==> config.mk <==
export PLATFORM = sky130hd
export DESIGN_NAME = tone_melody_sequencer
export DESIGN_NICKNAME = d
export VERILOG_FILES = /design/src/rtl/tms_pkg.sv /design/src/rtl/tms_regs.sv /design/src/rtl/tms_ctrl.sv /design/src/rtl/tms_dp.sv /design/src/rtl/tone_melody_sequencer.sv
export SDC_FILE = /design/constraint.sdc
export NUM_CORES = 2
export LEC_CHECK = 0
export BUFFER_PORTS_ARGS = -buffer_cell sky130_fd_sc_hd__buf_4
export CAP_MARGIN = 20
export CORE_MARGIN = 5
export CORE_UTILIZATION = 25
export DETAILED_ROUTE_END_ITERATION = 8
export PLACE_DENSITY_LB_ADDON = 0.2
export SYNTH_ARGS = -nofsm -noshare
export SYNTH_HDL_FRONTEND = slang
export SYNTH_SLANG_ARGS = --single-unit
==> constraint.sdc <==
create_clock -name clk -period 3.99 [get_ports clk]
set_input_delay 0.5985 -clock clk [delete_from_list [all_inputs] [get_ports clk]]
set_output_delay 0.5985 -clock clk [all_outputs]
set_load 0.02 [all_outputs]
==> src/rtl/tms_pkg.sv <==
`default_nettype none
package tms_pkg;

  // Input operation codes
  localparam logic [2:0] OP_TICK      = 3'd0;
  localparam logic [2:0] OP_LOAD      = 3'd1;
  localparam logic [2:0] OP_START_MEL = 3'd2;
  localparam logic [2:0] OP_START_TON = 3'd3;
  localparam logic [2:0] OP_STOP      = 3'd4;

  // Playback phases
  localparam logic [1:0] PH_IDLE  = 2'd0;
  localparam logic [1:0] PH_SOUND = 2'd1;
  localparam logic [1:0] PH_REST  = 2'd2;
  localparam logic [1:0] PH_GAP   = 2'd3;

  // Register indexes on the configuration port
  localparam logic [1:0] REG_LOOP_EN  = 2'd0;
  localparam logic [1:0] REG_LOOP_GAP = 2'd1;
  localparam logic [1:0] REG_NOTE_CNT = 2'd2;

  // Timing and frequency limits
  localparam logic [15:0] FREQ_MIN      = 16'd50;
  localparam logic [15:0] FREQ_MAX      = 16'd10000;
  localparam logic [15:0] TONE_DUR_MAX  = 16'd3000;
  localparam logic [15:0] SHORT_NOTE_MS = 16'd20;
  localparam logic [15:0] REST_MS       = 16'd15;
  localparam logic [15:0] LOOP_GAP_RST  = 16'd3000;

  // One stored note: clamped frequency and duration in ms
  typedef struct packed {
    logic [13:0] freq;
    logic [15:0] dur;
  } tms_note_t;

  // Controller to datapath commands
  typedef struct packed {
    logic accept;
    logic exec;
    logic enter;
    logic note;
    logic snd_end;
    logic out_load;
  } tms_cmd_t;

  // Datapath to controller status
  typedef struct packed {
    logic exec_enter;
    logic exec_send;
    logic in_range;
    logic note_skip;
    logic rest_nz;
    logic out_free;
  } tms_stat_t;

  // Clamp a frequency to the supported range
  function automatic logic [13:0] clamp_freq(input logic [15:0] f);
    logic [15:0] c;
    begin
      if (f < FREQ_MIN) c = FREQ_MIN;
      else if (f > FREQ_MAX) c = FREQ_MAX;
      else c = f;
      return c[13:0];
    end
  endfunction

  // Sounding part of a note: drop the trailing rest on longer notes
  function automatic logic [15:0] sound_len(input logic [15:0] dur);
    begin
      return (dur > SHORT_NOTE_MS) ? (dur - REST_MS) : dur;
    end
  endfunction

endpackage
`default_nettype wire

==> src/rtl/tms_regs.sv <==
`default_nettype none
module tms_regs
  import tms_pkg::*;
(
  input  wire logic        clk,
  input  wire logic        rst_n,
  input  wire logic        cfg_psel,
  input  wire logic        cfg_penable,
  input  wire logic        cfg_pwrite,
  input  wire logic [3:0]  cfg_paddr,
  input  wire logic [31:0] cfg_pwdata,
  output logic [31:0]      cfg_prdata,
  output logic             cfg_pready,
  output logic             loop_enable,
  output logic [15:0]      pass_gap_ms,
  output logic [6:0]       note_count
);

  logic        loop_en_r;
  logic [15:0] loop_gap_r;
  logic [6:0]  note_cnt_r;
  logic        wr_en;
  logic [1:0]  reg_idx;

  assign cfg_pready = 1'b1;
  assign reg_idx    = cfg_paddr[3:2];
  assign wr_en      = cfg_psel & cfg_penable & cfg_pwrite & cfg_pready;

  // Write registers in the access cycle
  always_ff @(posedge clk) begin
    if (!rst_n) begin
      loop_en_r  <= 1'b0;
      loop_gap_r <= LOOP_GAP_RST;
      note_cnt_r <= 7'd0;
    end else if (wr_en) begin
      unique case (reg_idx)
        REG_LOOP_EN:  loop_en_r  <= cfg_pwdata[0];
        REG_LOOP_GAP: loop_gap_r <= cfg_pwdata[15:0];
        REG_NOTE_CNT: note_cnt_r <= cfg_pwdata[6:0];
        default: ;
      endcase
    end
  end

  // Read back
  always_comb begin
    unique case (reg_idx)
      REG_LOOP_EN:  cfg_prdata = {31'd0, loop_en_r};
      REG_LOOP_GAP: cfg_prdata = {16'd0, loop_gap_r};
      REG_NOTE_CNT: cfg_prdata = {25'd0, note_cnt_r};
      default:      cfg_prdata = 32'd0;
    endcase
  end

  assign loop_enable = loop_en_r;
  assign pass_gap_ms = loop_gap_r;
  assign note_count  = note_cnt_r;

endmodule
`default_nettype wire

==> src/rtl/tms_ctrl.sv <==
`default_nettype none
module tms_ctrl
  import tms_pkg::*;
(
  input  wire logic      clk,
  input  wire logic      rst_n,
  input  wire logic      in_tvalid,
  output logic           in_tready,
  input  wire tms_stat_t stat,
  output tms_cmd_t       cmd
);

  localparam logic [2:0] ST_IDLE    = 3'd0;
  localparam logic [2:0] ST_EXEC    = 3'd1;
  localparam logic [2:0] ST_ENTER   = 3'd2;
  localparam logic [2:0] ST_NOTE    = 3'd3;
  localparam logic [2:0] ST_SND_END = 3'd4;
  localparam logic [2:0] ST_FIN     = 3'd5;

  logic [2:0] state_r;
  logic [2:0] state_nxt;

  // Sequence one item through execute, note walk and result hand-off
  always_comb begin
    state_nxt = state_r;
    unique case (state_r)
      ST_IDLE:    if (in_tvalid) state_nxt = ST_EXEC;
      ST_EXEC: begin
        if (stat.exec_send) state_nxt = ST_SND_END;
        else if (stat.exec_enter) state_nxt = ST_ENTER;
        else state_nxt = ST_FIN;
      end
      ST_ENTER:   state_nxt = stat.in_range ? ST_NOTE : ST_FIN;
      ST_NOTE:    state_nxt = stat.note_skip ? ST_ENTER : ST_FIN;
      ST_SND_END: state_nxt = stat.rest_nz ? ST_FIN : ST_ENTER;
      ST_FIN:     if (stat.out_free) state_nxt = ST_IDLE;
      default:    state_nxt = ST_IDLE;
    endcase
  end

  always_ff @(posedge clk) begin
    if (!rst_n) begin
      state_r <= ST_IDLE;
    end else begin
      state_r <= state_nxt;
    end
  end

  // Decode commands
  assign in_tready    = (state_r == ST_IDLE);
  assign cmd.accept   = (state_r == ST_IDLE) & in_tvalid;
  assign cmd.exec     = (state_r == ST_EXEC);
  assign cmd.enter    = (state_r == ST_ENTER);
  assign cmd.note     = (state_r == ST_NOTE);
  assign cmd.snd_end  = (state_r == ST_SND_END);
  assign cmd.out_load = (state_r == ST_FIN) & stat.out_free;

endmodule
`default_nettype wire

==> src/rtl/tms_dp.sv <==
`default_nettype none
module tms_dp
  import tms_pkg::*;
#(
  parameter int NOTE_DEPTH = 64
) (
  input  wire logic        clk,
  input  wire logic        rst_n,
  input  wire tms_cmd_t    cmd,
  output tms_stat_t        stat,
  input  wire logic [2:0]  in_op,
  input  wire logic [5:0]  in_note_index,
  input  wire logic [15:0] in_note_freq,
  input  wire logic [15:0] in_note_dur,
  input  wire logic        loop_enable,
  input  wire logic [15:0] pass_gap_ms,
  input  wire logic [6:0]  note_count,
  output logic             out_valid,
  input  wire logic        out_ready,
  output logic             out_tone_on,
  output logic [13:0]      out_tone_freq,
  output logic             out_busy_res,
  output logic             out_play_done
);

  localparam int AW = (NOTE_DEPTH > 1) ? $clog2(NOTE_DEPTH) : 1;
  localparam int CW = $clog2(NOTE_DEPTH + 1);

  tms_note_t   mem [NOTE_DEPTH];
  tms_note_t   rd_r;

  // Latched input beat
  logic [2:0]  op_r;
  logic [5:0]  idx_r;
  logic [15:0] freq_r;
  logic [15:0] dur_r;

  // Playback state
  logic [CW-1:0] pidx_r, pidx_nxt;
  logic [15:0]   ms_r, ms_nxt;
  logic [1:0]    phase_r, phase_nxt;
  logic          tmode_r, tmode_nxt;
  logic          busy_r, busy_nxt;
  logic [13:0]   cfreq_r, cfreq_nxt;
  logic          done_r, done_nxt;

  // Result register
  logic          oval_r;
  logic          otone_r;
  logic [13:0]   ofreq_r;
  logic          obusy_r;
  logic          odone_r;

  logic [CW-1:0] eff_cnt;
  logic [15:0]   ms_dec;
  logic [15:0]   ton_dur;
  logic          tick_exp;
  logic          idx_ok;

  // Notes played: count limited to the memory depth
  assign eff_cnt = (32'(note_count) > 32'(NOTE_DEPTH)) ? CW'(NOTE_DEPTH) : CW'(note_count);
  assign ms_dec  = (ms_r != 16'd0) ? (ms_r - 16'd1) : ms_r;
  assign ton_dur = (dur_r > TONE_DUR_MAX) ? TONE_DUR_MAX : dur_r;
  assign idx_ok  = (32'(idx_r) < 32'(NOTE_DEPTH));
  assign tick_exp = (op_r == OP_TICK) && (phase_r != PH_IDLE) && (ms_dec == 16'd0);

  // Status to the controller
  assign stat.exec_send  = tick_exp && !tmode_r && (phase_r == PH_SOUND);
  assign stat.exec_enter = (tick_exp && !tmode_r &&
                            ((phase_r == PH_REST) || (phase_r == PH_GAP))) ||
                           ((op_r == OP_START_MEL) && !busy_r && (eff_cnt != '0));
  assign stat.in_range   = (pidx_r < eff_cnt);
  assign stat.note_skip  = (rd_r.dur == 16'd0);
  assign stat.rest_nz    = (rd_r.dur > SHORT_NOTE_MS);
  assign stat.out_free   = !oval_r || out_ready;

  // Next playback state per command
  always_comb begin
    pidx_nxt  = pidx_r;
    ms_nxt    = ms_r;
    phase_nxt = phase_r;
    tmode_nxt = tmode_r;
    busy_nxt  = busy_r;
    cfreq_nxt = cfreq_r;
    done_nxt  = done_r;

    if (cmd.accept) begin
      done_nxt = 1'b0;
    end

    if (cmd.exec) begin
      case (op_r)
        OP_TICK: begin
          if (phase_r != PH_IDLE) begin
            ms_nxt = ms_dec;
            if (ms_dec == 16'd0) begin
              if (tmode_r) begin
                phase_nxt = PH_IDLE;
                busy_nxt  = 1'b0;
                done_nxt  = 1'b1;
              end else if (phase_r == PH_REST) begin
                pidx_nxt = pidx_r + CW'(1);
              end else if (phase_r == PH_GAP) begin
                pidx_nxt = '0;
              end
            end
          end
        end
        OP_START_MEL: begin
          if (!busy_r && (eff_cnt != '0)) begin
            busy_nxt  = 1'b1;
            tmode_nxt = 1'b0;
            pidx_nxt  = '0;
          end
        end
        OP_START_TON: begin
          if (!busy_r) begin
            cfreq_nxt = clamp_freq(freq_r);
            tmode_nxt = 1'b1;
            busy_nxt  = 1'b1;
            if (ton_dur == 16'd0) begin
              phase_nxt = PH_IDLE;
              busy_nxt  = 1'b0;
              ms_nxt    = 16'd0;
              done_nxt  = 1'b1;
            end else begin
              phase_nxt = PH_SOUND;
              ms_nxt    = ton_dur;
            end
          end
        end
        OP_STOP: begin
          if (busy_r) begin
            phase_nxt = PH_IDLE;
            busy_nxt  = 1'b0;
            ms_nxt    = 16'd0;
            done_nxt  = 1'b1;
          end
        end
        default: ;
      endcase
    end

    // Past the last note: start the gap or end playback
    if (cmd.enter && !stat.in_range) begin
      if (loop_enable) begin
        phase_nxt = PH_GAP;
        ms_nxt    = pass_gap_ms;
      end else begin
        phase_nxt = PH_IDLE;
        busy_nxt  = 1'b0;
        ms_nxt    = 16'd0;
        done_nxt  = 1'b1;
      end
    end

    // Take the fetched note, skip it when its length is zero
    if (cmd.note) begin
      cfreq_nxt = rd_r.freq;
      if (rd_r.dur != 16'd0) begin
        phase_nxt = PH_SOUND;
        ms_nxt    = sound_len(rd_r.dur);
      end else begin
        pidx_nxt = pidx_r + CW'(1);
      end
    end

    // End of the sounding part: rest or move on
    if (cmd.snd_end) begin
      if (stat.rest_nz) begin
        phase_nxt = PH_REST;
        ms_nxt    = REST_MS;
      end else begin
        pidx_nxt = pidx_r + CW'(1);
      end
    end
  end

  always_ff @(posedge clk) begin
    if (!rst_n) begin
      pidx_r  <= '0;
      ms_r    <= 16'd0;
      phase_r <= PH_IDLE;
      tmode_r <= 1'b0;
      busy_r  <= 1'b0;
      cfreq_r <= FREQ_MIN[13:0];
      done_r  <= 1'b0;
    end else begin
      pidx_r  <= pidx_nxt;
      ms_r    <= ms_nxt;
      phase_r <= phase_nxt;
      tmode_r <= tmode_nxt;
      busy_r  <= busy_nxt;
      cfreq_r <= cfreq_nxt;
      done_r  <= done_nxt;
    end
  end

  // Hold the accepted beat
  always_ff @(posedge clk) begin
    if (cmd.accept) begin
      op_r   <= in_op;
      idx_r  <= in_note_index;
      freq_r <= in_note_freq;
      dur_r  <= in_note_dur;
    end
  end

  // Note memory: one write port, registered read at the play index
  always_ff @(posedge clk) begin
    if (cmd.exec && (op_r == OP_LOAD) && idx_ok) begin
      mem[AW'(idx_r)] <= '{freq: clamp_freq(freq_r), dur: dur_r};
    end
    rd_r <= mem[pidx_r[AW-1:0]];
  end

  // Result register
  always_ff @(posedge clk) begin
    if (!rst_n) begin
      oval_r <= 1'b0;
    end else if (cmd.out_load) begin
      oval_r <= 1'b1;
    end else if (out_ready) begin
      oval_r <= 1'b0;
    end
  end

  always_ff @(posedge clk) begin
    if (cmd.out_load) begin
      otone_r <= (phase_r == PH_SOUND);
      ofreq_r <= cfreq_r;
      obusy_r <= busy_r;
      odone_r <= done_r;
    end
  end

  assign out_valid     = oval_r;
  assign out_tone_on   = otone_r;
  assign out_tone_freq = ofreq_r;
  assign out_busy_res  = obusy_r;
  assign out_play_done = odone_r;

endmodule
`default_nettype wire

==> src/rtl/tone_melody_sequencer.sv <==
// Path: an accepted input beat passes through the execute state, then the enter and note
// states for each note entered or skipped, the end-of-sound check and the end-of-pass
// check, to the final state that loads the result register; a stalled result waits there.
// Flow: one beat at a time; the next beat is taken the cycle after the result
// is loaded.
// Reset: synchronous active-low rst_n; idle, silent, 50 Hz selected, gap 3000 ms.
`default_nettype none
module tone_melody_sequencer
  import tms_pkg::*;
#(
  parameter int NOTE_DEPTH = 64
) (
  input  wire logic        clk,
  input  wire logic        rst_n,
  // in_tdata: note_index[5:0], note_freq[21:6], note_dur[37:22], zero pad [39:38]
  input  wire logic [39:0] in_tdata,
  // in_tuser: op[2:0]
  input  wire logic [2:0]  in_tuser,
  input  wire logic        in_tvalid,
  output logic             in_tready,
  // out_tdata: tone_on[0], tone_freq[14:1], busy_res[15]
  output logic [15:0]      out_tdata,
  output logic             out_tlast,
  output logic             out_tvalid,
  input  wire logic        out_tready,
  input  wire logic        cfg_psel,
  input  wire logic        cfg_penable,
  input  wire logic        cfg_pwrite,
  input  wire logic [3:0]  cfg_paddr,
  input  wire logic [31:0] cfg_pwdata,
  output logic [31:0]      cfg_prdata,
  output logic             cfg_pready
);

  tms_cmd_t    cmd;
  tms_stat_t   stat;
  logic        loop_enable;
  logic [15:0] pass_gap_ms;
  logic [6:0]  note_count;
  logic        tone_on;
  logic [13:0] tone_freq;
  logic        busy_res;

  tms_regs u_regs (
    .clk         (clk),
    .rst_n       (rst_n),
    .cfg_psel    (cfg_psel),
    .cfg_penable (cfg_penable),
    .cfg_pwrite  (cfg_pwrite),
    .cfg_paddr   (cfg_paddr),
    .cfg_pwdata  (cfg_pwdata),
    .cfg_prdata  (cfg_prdata),
    .cfg_pready  (cfg_pready),
    .loop_enable (loop_enable),
    .pass_gap_ms (pass_gap_ms),
    .note_count  (note_count)
  );

  tms_ctrl u_ctrl (
    .clk       (clk),
    .rst_n     (rst_n),
    .in_tvalid (in_tvalid),
    .in_tready (in_tready),
    .stat      (stat),
    .cmd       (cmd)
  );

  tms_dp #(
    .NOTE_DEPTH (NOTE_DEPTH)
  ) u_dp (
    .clk           (clk),
    .rst_n         (rst_n),
    .cmd           (cmd),
    .stat          (stat),
    .in_op         (in_tuser),
    .in_note_index (in_tdata[5:0]),
    .in_note_freq  (in_tdata[21:6]),
    .in_note_dur   (in_tdata[37:22]),
    .loop_enable   (loop_enable),
    .pass_gap_ms   (pass_gap_ms),
    .note_count    (note_count),
    .out_valid     (out_tvalid),
    .out_ready     (out_tready),
    .out_tone_on   (tone_on),
    .out_tone_freq (tone_freq),
    .out_busy_res  (busy_res),
    .out_play_done (out_tlast)
  );

  assign out_tdata = {busy_res, tone_freq, tone_on};

endmodule
`default_nettype wire

==> flow_summary.json <==
{
  "portBuffers": 100,
  "post_cts_buffers": 0,
  "drive_gt1_frac": 0.321,
  "htreeDepth": 4,
  "synth_ff_type": "edfxtp_1",
  "start_util": 0.251,
  "core-area_um2": 321000,
  "vdd_drop_max_mv": 0.469,
  "maxSlewViolCount": 0,
  "synthesis.area_um2": 80700,
  "yosysUniqueCellTypes": 80,
  "min_period_ns": 3.40,
  "drcViolationCount": 0,
  "worstSetupPathType": "reg -> reg",
  "hp-class": "in -> reg",
  "grt_start_max_net_pins": 90,
  "maxCapViolations": 0,
  "avgViaCountPerCell": 4.50,
  "async_flop_share": 0,
  "cts_buffers": 221,
  "synth_area_per_cell_um2": 22.4,
  "grt_pass1_vias": 40500,
  "die_x_um": 578,
  "required_ns": 4.49,
  "worst_slew_pin_slew_ns": 0.989,
  "ant_nets": 0,
  "grt_usage": 0.129,
  "crit_fanout": 16,
  "clkLatencyLatePin_ns": 0.86,
  "routed_wl_um": 218000,
  "yosys_warnings": 0,
  "ctsRootBufferMaster": "clkbuf_16",
  "hold_viol_final": 0,
  "setup_viol": 0,
  "cts.sink_count": 2078,
  "antenna_found_initial": 18,
  "p_total_mw": 45.7,
  "design_area_um2": 96300,
  "num_vias": 38300,
  "drt_iter0_drc": 3334,
  "row_count": 208,
  "final.setup.tns_ns": 0,
  "io_pins": 138,
  "first_pass_iters": 5,
  "start_kind": "flop",
  "grt_overflow": 0,
  "netlist_instances": 3606,
  "finClkSkew_ns": 0.0368,
  "cts_tree": "yes",
  "gp_congestion": 0.810,
  "finalCritPeriodShare": 0.853,
  "timing.slew.headroom": 0.337,
  "placed_area_um2": 88900,
  "dieArea_um2": 334000,
  "layout.nets": 4110,
  "cts_buffer_depth": 3,
  "die_y_um": 578,
  "wl_per_cell_um": 25.6,
  "worst_ep_arrival_time_ns": 3.90,
  "synth_edf_count": 1978,
  "yosys_register_bits": 2078,
  "power_density_nw_per_um2": 475,
  "fmax_mhz": 294,
  "area_delta_synth_final_pct": 19.4,
  "grt_setup_unrepaired": "false",
  "grt_pass1_wl_um": 310000,
  "cp-end-kind": "flop",
  "path_clk_slew_ns": 0.06,
  "status": "finished, final reports clean",
  "ys_seq_area_frac": 0.761,
  "hpwlAfterDp_um": 132000,
  "p_leak_nw": 28.8
}
[state kept, by name, indices dropped and copies added (netlist names), 3 cells and up]
name and cells:
u_ctrl.state_r 3, u_regs.pass_gap_ms 16, u_dp.ms_r 16, u_dp.op_r 3, u_dp.mem 1920, u_dp.rd_r 30
u_dp.cfreq_r 14, u_dp.idx_r 6, u_dp.out_tone_freq 14, u_dp.dur_r 16, u_regs.note_count 7, u_dp.freq_r 16
u_dp.pidx_r 7
[per-layer routing]
layer | routed length (um) | part of all wire | vias to the layer above | GRT usage
li1 | - | - | 16200 | -
met1 | 96100 | 0.44 | 20900 | 0.176
met2 | 106000 | 0.49 | 899 | 0.214
met3 | 10400 | 0.048 | 282 | 0.0225
met4 | 5060 | 0.023 | 0 | 0.0332
met5 | 0 | 0 | - | 0
[stage by stage]
step | hold WS [ns] | cells | utilization | setup WS (ns)
final | 0.0998 | 8515 | 0.300 | 0.588
after global routing | 0.0247 | 8511 | 0.300 | 0.397
after CTS | 0.0351 | 8499 | 0.300 | 0.550
after detailed placement | 0.428 | 8038 | 0.277 | 0.584
after global placement | 0.423 | 8038 | 0.277 | 0.561
after floorplan | 0.401 | 3621 | - | 0.604
[worst max-delay path, cell delays in order, from the launching register on]
cell,delay [ns]
dfxtp_1,0.41
nor2b_1,0.15
buf_4,0.17
nand2_1,0.15
or4_1,0.64
nor2_1,0.30
nand2_1,0.41
buf_4,0.34
nor2_4,0.10
buf_4,0.35
[Yosys cell counts, types with 7 or more instances]
cell      number  area, um^2
nor3_1        20         100
o21ai_0       32         160
and2_1        26         163
and3_1        14        87.6
nor2_1       103         387
o21a_1         8        60.1
nand2_1       94         353
nor4_1        18         113
inv_1         15        56.3
xor2_1         8        70.1
a22o_1         8        70.1
nand3_1       29         145
a21boi_0      21         158
nand2b_1       9        56.3
nor3b_1        7        52.6
ha_1          10         125
xnor2_1        8        70.1
a211oi_1      10        75.1
edfxtp_1    1978       59400
mux2i_1       12         120
a31oi_1        7        43.8
nor2b_1       23         144
or3_1         12        75.1
buf_1         51         191
dfxtp_1      100        2000
mux4_2       630       14200
a21oi_1       42         210
buf_4         19         143
o31a_1         7        61.3
clkbuf_1     140         526
o31ai_1        8        60.1
a21o_1         9        67.6
[cell type report]
| class | count | area, um^2 |
|---|---|---|
| fillers | 31200 | 225000 |
| flip-flops and latches | 2078 | 61400 |
| multi-input cells | 1309 | 18900 |
| clock buffers | 296 | 5970 |
| well taps | 4305 | 5390 |
| repair buffers | 388 | 3750 |
| clock inverters | 110 | 818 |
| inverters | 16 | 67.6 |
| diodes | 13 | 32.5 |
[cells in the final DEF, fill, tap and decap left out, drive strengths merged, types with 7 or more instances in the layout]
cell type and n:
xor2 8, nor2b 23, mux2i 12, and2 26
clkinv 93, buf 333, dfxtp 100, or4 7
nand2 94, inv 21, diode 13, xnor2 8
ha 10, nand2b 9, dlygate4sd3 55, a211oi 10
a21oi 42, conb 17, nor3 23, bufinv 9
nor3b 7, mux4 630, a31oi 7, a22o 8
o31a 7, o21ai 37, clkbuf 296, a21o 9
and3 14, edfxtp 1978, nor2 103, o21a 8
nand3 29, or3 12, a21boi 22, o31ai 8
nor4 21
[power by group]
part | leakage [nW] | internal (mW) | switching (mW)
clock network | 3.29 | 11.0 | 8.40
registers | 18.6 | 24.3 | 0.172
logic | 6.84 | 0.526 | 1.35
[path summary, 6_finish.rpt]
kind / cells after the start / to / start / slack, ns
max: 9 / u_dp.mem[36][25]$_DFFE_PP_ / u_ctrl.state_r[2]$_SDFFE_PN0P_ / 0.59
max reg2reg: 9 / u_dp.mem[36][25]$_DFFE_PP_ / u_ctrl.state_r[2]$_SDFFE_PN0P_ / 0.59
min: 1 / u_dp.freq_r[2]$_DFFE_PP_ / in_tdata[8] / 0.1
min reg2reg: 0 / u_dp.out_tone_freq[6]$_DFFE_PP_ / u_dp.cfreq_r[6]$_SDFFE_PN0P_ / 0.44
[cell families (layout without fill, tap and decap cells)]
group                      after synthesis  count (layout)  synth area share
and+or+nand+nor                        395             395            0.0253
adders and majority gates               10              10           0.00155
DFF                                   2078            2078             0.761
AOI/OAI and AO/OA                      229             229            0.0206
xor gates and xnor gates                16              16           0.00174
muxes                                  642             642             0.177
buffers and inverters                  234             810            0.0122
other                                    2              30         0.0000931
[repair_timing]
item	CTS	global route
gates resized for setup	0	0
hold buffers	55	0
endpoints found under the hold margin	63	0
Power figures use the tool's default switching activity.
